<file path="config.mk">
export PLATFORM = sky130hd
export DESIGN_NAME = kfls_front_flat
export DESIGN_NICKNAME = d
export VERILOG_FILES = /design/src/rtl/core/kfls_pkg.sv /design/src/rtl/core/kfls_req_if.sv /design/src/rtl/core/kfls_front.sv /design/src/flat_wrapper.sv
export SDC_FILE = /design/constraint.sdc
export NUM_CORES = 1
export LEC_CHECK = 0
export BUFFER_PORTS_ARGS = -buffer_cell sky130_fd_sc_hd__buf_4
export CAP_MARGIN = 15
export CORE_MARGIN = 1
export CORE_UTILIZATION = 56
export CTS_CLUSTER_DIAMETER = 100
export DETAILED_ROUTE_END_ITERATION = 8
export GPL_ROUTABILITY_DRIVEN = 0
export PLACE_DENSITY = 0.82
export SYNTH_ARGS = -nofsm -noshare
export SYNTH_HDL_FRONTEND = slang
export SYNTH_SLANG_ARGS = --single-unit
</file>
<file path="constraint.sdc">
create_clock -name clock -period 12.8 [get_ports clock]
set_input_delay 1.28 -clock clock [delete_from_list [all_inputs] [get_ports clock]]
set_output_delay 1.28 -clock clock [all_outputs]
set_load 0.005 [all_outputs]
</file>
<file path="src/rtl/core/kfls_pkg.sv">
// shared types, constants and codes of the keyframe linear sampler
package kfls_pkg;

   localparam int VAL_W          = 32;
   localparam int NUM_W          = 16;
   localparam int SLOT_W         = 4;
   localparam int CSR_W          = 5;
   localparam int LANES          = 5;
   localparam int KEYFRAMES_DEF  = 16;
   localparam int FRAC_BITS_DEF  = 16;
   localparam int FULL_TURN      = 360;
   localparam int QUEUE_DEPTH    = 2;

   // lane order of the five keyframe values
   localparam int LANE_X   = 0;
   localparam int LANE_Y   = 1;
   localparam int LANE_ROT = 2;
   localparam int LANE_SX  = 3;
   localparam int LANE_SY  = 4;

   typedef logic [LANES-1:0][VAL_W-1:0] lanes_type;

   typedef enum logic {
      OP_WRITE  = 1'b0,
      OP_SAMPLE = 1'b1
   } op_type;

   typedef enum logic [1:0] {
      MATCH_EXACT  = 2'd0,
      MATCH_INTERP = 2'd1,
      MATCH_NONE   = 2'd2
   } match_type;

   typedef struct packed {
      op_type            op;
      logic [SLOT_W-1:0] slot;
      logic [NUM_W-1:0]  frame_number;
      lanes_type         vals;
   } q_item_type;

   typedef struct packed {
      logic       valid;
      q_item_type item;
   } q_head_type;

   typedef struct packed {
      logic [NUM_W-1:0] num;
      lanes_type        vals;
   } key_entry_type;

endpackage

</file>
<file path="src/rtl/core/kfls_req_if.sv">
// request channel: keyframe writes and sample requests
interface kfls_req_if;
   import kfls_pkg::*;

   logic                valid;
   logic                ready;
   logic                kind;
   logic [SLOT_W-1:0]   slot;
   logic signed [NUM_W-1:0] frame_number;
   logic signed [VAL_W-1:0] trans_x;
   logic signed [VAL_W-1:0] trans_y;
   logic signed [VAL_W-1:0] rotation;
   logic signed [VAL_W-1:0] scale_x;
   logic signed [VAL_W-1:0] scale_y;

   modport source (output valid, kind, slot, frame_number, trans_x, trans_y, rotation,
                   scale_x, scale_y, input ready);
   modport sink   (input valid, kind, slot, frame_number, trans_x, trans_y, rotation,
                   scale_x, scale_y, output ready);
endinterface

</file>
<file path="src/rtl/core/kfls_front.sv">
// front end: takes request transfers, classifies them and queues them
module kfls_front #(
   parameter int KEYFRAMES = kfls_pkg::KEYFRAMES_DEF
) (
   input  logic                clock,
   input  logic                reset,
   kfls_req_if.sink            req_chan,
   output kfls_pkg::q_head_type q_head,
   input  logic                q_pop
);
   import kfls_pkg::*;

   localparam int PTR_W = $clog2(QUEUE_DEPTH);
   localparam int CNT_W = $clog2(QUEUE_DEPTH + 1);

   q_item_type       fifo_ff [QUEUE_DEPTH];
   logic [PTR_W-1:0] wr_ptr_ff, wr_ptr_in;
   logic [PTR_W-1:0] rd_ptr_ff, rd_ptr_in;
   logic [CNT_W-1:0] count_ff, count_in;
   logic             accept;
   logic             push;
   q_item_type       item;

   // classify: writes outside the table are dropped
   always_comb begin
      item.op           = req_chan.kind ? OP_SAMPLE : OP_WRITE;
      item.slot         = req_chan.slot;
      item.frame_number = req_chan.frame_number;
      item.vals[LANE_X]   = req_chan.trans_x;
      item.vals[LANE_Y]   = req_chan.trans_y;
      item.vals[LANE_ROT] = req_chan.rotation;
      item.vals[LANE_SX]  = req_chan.scale_x;
      item.vals[LANE_SY]  = req_chan.scale_y;
   end

   assign req_chan.ready = (count_ff != CNT_W'(QUEUE_DEPTH));
   assign accept = req_chan.valid && req_chan.ready;
   assign push   = accept && (req_chan.kind || (32'(req_chan.slot) < KEYFRAMES));

   // queue pointers
   always_comb begin
      wr_ptr_in = wr_ptr_ff;
      rd_ptr_in = rd_ptr_ff;
      count_in  = count_ff;
      if (push) begin
         wr_ptr_in = (32'(wr_ptr_ff) == QUEUE_DEPTH - 1) ? '0 : wr_ptr_ff + 1'b1;
      end
      if (q_pop) begin
         rd_ptr_in = (32'(rd_ptr_ff) == QUEUE_DEPTH - 1) ? '0 : rd_ptr_ff + 1'b1;
      end
      if (push && !q_pop) begin
         count_in = count_ff + 1'b1;
      end else if (!push && q_pop) begin
         count_in = count_ff - 1'b1;
      end
   end

   always_ff @(posedge clock) begin
      if (reset) begin
         wr_ptr_ff <= '0;
         rd_ptr_ff <= '0;
         count_ff  <= '0;
      end else begin
         wr_ptr_ff <= wr_ptr_in;
         rd_ptr_ff <= rd_ptr_in;
         count_ff  <= count_in;
      end
   end

   // queue storage
   always_ff @(posedge clock) begin
      if (push) begin
         fifo_ff[wr_ptr_ff] <= item;
      end
   end

   assign q_head.valid = (count_ff != '0);
   assign q_head.item  = fifo_ff[rd_ptr_ff];

`ifndef NO_ASSERTIONS
   a_no_pop_empty: assert property (@(posedge clock) disable iff (reset)
      q_pop |-> count_ff != '0)
      else $error("queue popped while empty");
   a_count_bound: assert property (@(posedge clock) disable iff (reset)
      32'(count_ff) <= QUEUE_DEPTH)
      else $error("queue count overflow");
   a_full_stall: assert property (@(posedge clock) disable iff (reset)
      count_ff == CNT_W'(QUEUE_DEPTH) |-> !req_chan.ready)
      else $error("request accepted while queue full");
`endif

endmodule

</file>
<file path="src/flat_wrapper.sv">
// flat-port wrapper written by rule: the top's interface ports become plain ports
module kfls_front_flat import kfls_pkg::*;
#(
   parameter int KEYFRAMES = kfls_pkg::KEYFRAMES_DEF
)
  (clock, reset, q_head, q_pop, req_chan_valid, req_chan_kind, req_chan_slot, req_chan_frame_number, req_chan_trans_x, req_chan_trans_y, req_chan_rotation, req_chan_scale_x, req_chan_scale_y, req_chan_ready);
  kfls_req_if req_chan_i ();
  input  logic clock;
  input  logic reset;
  output kfls_pkg::q_head_type q_head;
  input  logic q_pop;
  input wire logic [$bits(req_chan_i.valid)-1:0] req_chan_valid;
  input wire logic [$bits(req_chan_i.kind)-1:0] req_chan_kind;
  input wire logic [$bits(req_chan_i.slot)-1:0] req_chan_slot;
  input wire logic [$bits(req_chan_i.frame_number)-1:0] req_chan_frame_number;
  input wire logic [$bits(req_chan_i.trans_x)-1:0] req_chan_trans_x;
  input wire logic [$bits(req_chan_i.trans_y)-1:0] req_chan_trans_y;
  input wire logic [$bits(req_chan_i.rotation)-1:0] req_chan_rotation;
  input wire logic [$bits(req_chan_i.scale_x)-1:0] req_chan_scale_x;
  input wire logic [$bits(req_chan_i.scale_y)-1:0] req_chan_scale_y;
  output wire logic [$bits(req_chan_i.ready)-1:0] req_chan_ready;
  assign req_chan_i.valid = req_chan_valid;
  assign req_chan_i.kind = req_chan_kind;
  assign req_chan_i.slot = req_chan_slot;
  assign req_chan_i.frame_number = req_chan_frame_number;
  assign req_chan_i.trans_x = req_chan_trans_x;
  assign req_chan_i.trans_y = req_chan_trans_y;
  assign req_chan_i.rotation = req_chan_rotation;
  assign req_chan_i.scale_x = req_chan_scale_x;
  assign req_chan_i.scale_y = req_chan_scale_y;
  assign req_chan_ready = req_chan_i.ready;
  kfls_front #(.KEYFRAMES(KEYFRAMES)) u_core (.clock(clock), .reset(reset), .req_chan(req_chan_i), .q_head(q_head), .q_pop(q_pop));
endmodule
</file>
==> metrics.md <==
| Metric | Value |
|---|---|
| Synth Area in Compound Gates | 0.00184 |
| Crit path max fanout | 49 |
| Tcrit/Tclk final | 0.351 |
| # fillers | 1347 |
| Crit end category | output pin |
| Post-synth cell types | 20 |
| Main synth FF type | edfxtp_1 |
| Max frequency | 223 MHz |
| Avg Inst Size Synth | 23.2 um2 |
| Row cnt | 56 |
| Tot Pwr | 2.98 mW |
| Setup CP Type | register to output pin |
| Status | completed |
| Core ar. | 23700 um2 |
| Clk Latency, worst-skew pair | 0.51 ns |
| Worst slew pin tran | 1.07 ns |
| # clock sinks | 367 |
| Worst reg2reg path startpoint | u_core.count_ff[0]$_SDFFE_PP0P_ |
| Antenna diodes | 0 |
| CTS resizes | 0 |
| Most common library cells after synthesis | edfxtp_1 (362), mux2_2 (91), mux2_4 (90) |
| Cell Area, Placed | 16700 um2 |
| Die height | 158 um |
| Max-slew headroom | 0.287 |
| Post-Route Skew | 0.0146 ns |
| Psw | 0.641 mW |
| Synth-to-layout area growth | 31.2% |
| DP HPWL | 18.9 mm |
| Hold Path Class | register to register |
| Startpoint Class | register |
| Initial core utilization | 0.576 |
| Global-route wire length before repair | 39.7 mm |
| Area fraction of the dominant cell type after synthesis | 0.797 |
| Post-synthesis sequential area ratio | 0.804 |
| Flop pwr share | 0.503 |
| Critical path endpoint | q_head[169] |
| Hold Buf Count CTS | 0 |
| Post-synthesis xor/xnor area fraction | 0.00193 |
| Clock buffer count from CTS | 38 |
| Core Util, Final | 0.756 |
| DIE AREA | 25000 um2 |
| Finished Layout Cells | 1327 |
| Clock-pin slew on the worst setup and hold paths | 0.06 ns |
| Net Sw Frac | 0.215 |
| Htree depth | 2 |
| Post-Synth Adder-Cell Area | 0.000918 |
| Post-CTS setup buffers | 0 |
| R2R Path End | u_core.fifo_ff[0][97]$_DFFE_PP_ |
| DR pass1 iterations | 4 |
| Post-Syn Area | 13600 um2 |
| CTS tree | done |
| Largest net degree at the start of global routing | 104 |
| Drt total wl | 28.0 mm |
| Proportion of layout cells with a drive suffix above 1 | 0.606 |
| Top cells by area, synth | edfxtp_1 (80%), mux2_4 (9.9%), mux2_2 (7.5%) |
| GRT Util Overall | 0.219 |
| GR Overflow Total | 0 |
| Mean number of vias per cell | 5.15 |
| Worst reg2reg path depth | 4 |
| Die width | 158 um |
| Wire per inst | 21.1 um |
| Hold Vio Cnt, Final | 0 |
| Ys Warns | 0 |
| Post-DRT Antenna Nets | 0 |
| Post-Syn Nets | 773 |
| Worst Path Required | 11.52 ns |
| Post-route cell area | 17900 um2 |
| Final Max Slew Viols | 0 |
| Final min period | 4.49 ns |
| Initial antenna violation count | 0 |
| Largest family of logic cells by synthesized area | multiplexers |
| Final setup fails | 0 |
| WP data arrival | 3.21 ns |
| Top-count cell post-synth | edfxtp_1 |
| Ports | 368 |
| Total negative slack | 0 ns |
| RSZ-0062 raised after global routing | no |
| Root Buffer | clkbuf_16 |
| Remaining DRCs | 0 |
| Iter 0 DRT Violations | 382 |
| Via count of the first global-routing pass | 7144 |
| Ys async rst share | 0 |
| Post-synthesis cell count | 587 |
| P_int | 2.34 mW |
| Fin nets | 1166 |
| Simple-Gate Fraction of Synth Area | 0.00367 |
| Vias | 6838 |
| Worst Hold Margin | 0.531 ns |
| P_leak | 6.88 nW |
| PD cells | 167 nW/um2 |
| Place WS | 8.73 ns |
| Clock power share | 0.353 |
| IO buf count | 367 |
| Clock Tree Buf Depth | 3 |
| Worst vdd ir | 0.000145 V |
| Final setup margin | 8.31 ns |
| #FFs+latches synth | 367 |
| Number of enable flip-flop cells after synthesis | 362 |
| Mux cell area share after synthesis | 0.174 |
| Leading area contributor after synthesis | edfxtp_1 |
| Placed Instances | 1259 |
| Max-cap violations | 0 |
| Flop-to-flop setup slack | 9.88 ns |
| Comb pwr share | 0.144 |
## registers in the layout (all words and copies together), names as in the netlist, named ones only
| name | flops |
|---|---|
| u_core.fifo_ff | 362 |
| u_core.count_ff | 2 |
| u_core.rd_ptr_ff | 1 |
| u_core.wr_ptr_ff | 1 |
## layer usage
| layer | vias up | wire length (um) | part of all wire | GRT usage |
|---|---|---|---|---|
| met5 | - | 0 | 0 | 0 |
| met3 | 58 | 2930 | 0.10 | 0.0819 |
| met2 | 319 | 14300 | 0.51 | 0.386 |
| met4 | 0 | 864 | 0.031 | 0.0916 |
| met1 | 3338 | 9940 | 0.35 | 0.235 |
| li1 | 3123 | - | - | - |
## power groups by stage
stage,Clock (mW),Combinational (mW),Sequential (mW)
finish,1.05,0.430,1.50
global route,1.11,0.462,1.51
CTS,1.07,0.436,1.50
detailed placement,0,0.434,1.52
global placement,0,0.426,1.52
floorplan,0,0.215,1.52
## worst min path at each step
| stage | startpoint | endpoint | slack [ns] | cells after the start |
|---|---|---|---|---|
| 2_1_floorplan | u_core.count_ff[1]$_SDFFE_PP0P_ | u_core.count_ff[1]$_SDFFE_PP0P_ | 0.46 | 2 |
| 3_3_place_gp | u_core.count_ff[1]$_SDFFE_PP0P_ | u_core.count_ff[1]$_SDFFE_PP0P_ | 0.48 | 2 |
| 3_5_place_dp | u_core.rd_ptr_ff$_SDFFE_PP0P_ | register | 0.51 | 2 |
| 4_1_cts | u_core.count_ff[1]$_SDFFE_PP0P_ | u_core.count_ff[1]$_SDFFE_PP0P_ | 0.52 | 2 |
| 5_1_grt | u_core.count_ff[1]$_SDFFE_PP0P_ | u_core.count_ff[1]$_SDFFE_PP0P_ | 0.59 | 2 |
| 6_report | u_core.count_ff[1]$_SDFFE_PP0P_ | u_core.count_ff[1]$_SDFFE_PP0P_ | 0.53 | 2 |
## worst max-delay path, cell delays in order, from the launching register on
cell	delay (ns)
dfxtp_4	0.76
buf_4	0.64
buf_4	0.73
mux2_2	0.41
buf_4	0.14
## logic make-up (layout without fill, tap and decap cells)
logic type / Yosys count / in the layout
flip-flops: 367 / 367
multiplexers: 181 / 181
buffers and inverters: 22 / 443
AND/OR/NAND/NOR: 9 / 9
AO/OA/AOI/OAI: 4 / 4
XOR/XNOR: 3 / 3
adder cells (fa/ha/maj): 1 / 1
## final cells by class
| type | count | area [um2] | area share |
|---|---|---|---|
| sequential | 367 | 11000 | 0.613 |
| tap | 319 | 399 | 0.0223 |
| inverter | 2 | 12.5 | 0.000699 |
| clock inverter | 17 | 133 | 0.00741 |
| timing repair buffer | 373 | 2800 | 0.156 |
| multi-input combinational | 198 | 2490 | 0.139 |
| clock buffer | 51 | 1080 | 0.0605 |
## cells in the final DEF (no fill, tap or decap), drive strengths merged
cell type | netlist | routed
clkinvlp | 0 | 3
buf | 20 | 373
a21bo | 1 | 1
dfxtp | 5 | 5
a21oi | 2 | 2
nand3b | 1 | 1
xnor2 | 1 | 1
clkinv | 0 | 12
or3 | 1 | 1
clkbuf | 0 | 51
nand2b | 1 | 1
edfxtp | 362 | 362
and3 | 1 | 1
and2 | 1 | 1
nor2 | 3 | 3
xor2 | 2 | 2
inv | 2 | 2
or2 | 1 | 1
bufinv | 0 | 2
mux2 | 181 | 181
ha | 1 | 1
o21ai | 1 | 1
No activity file was read; power rests on OpenSTA's default activity.
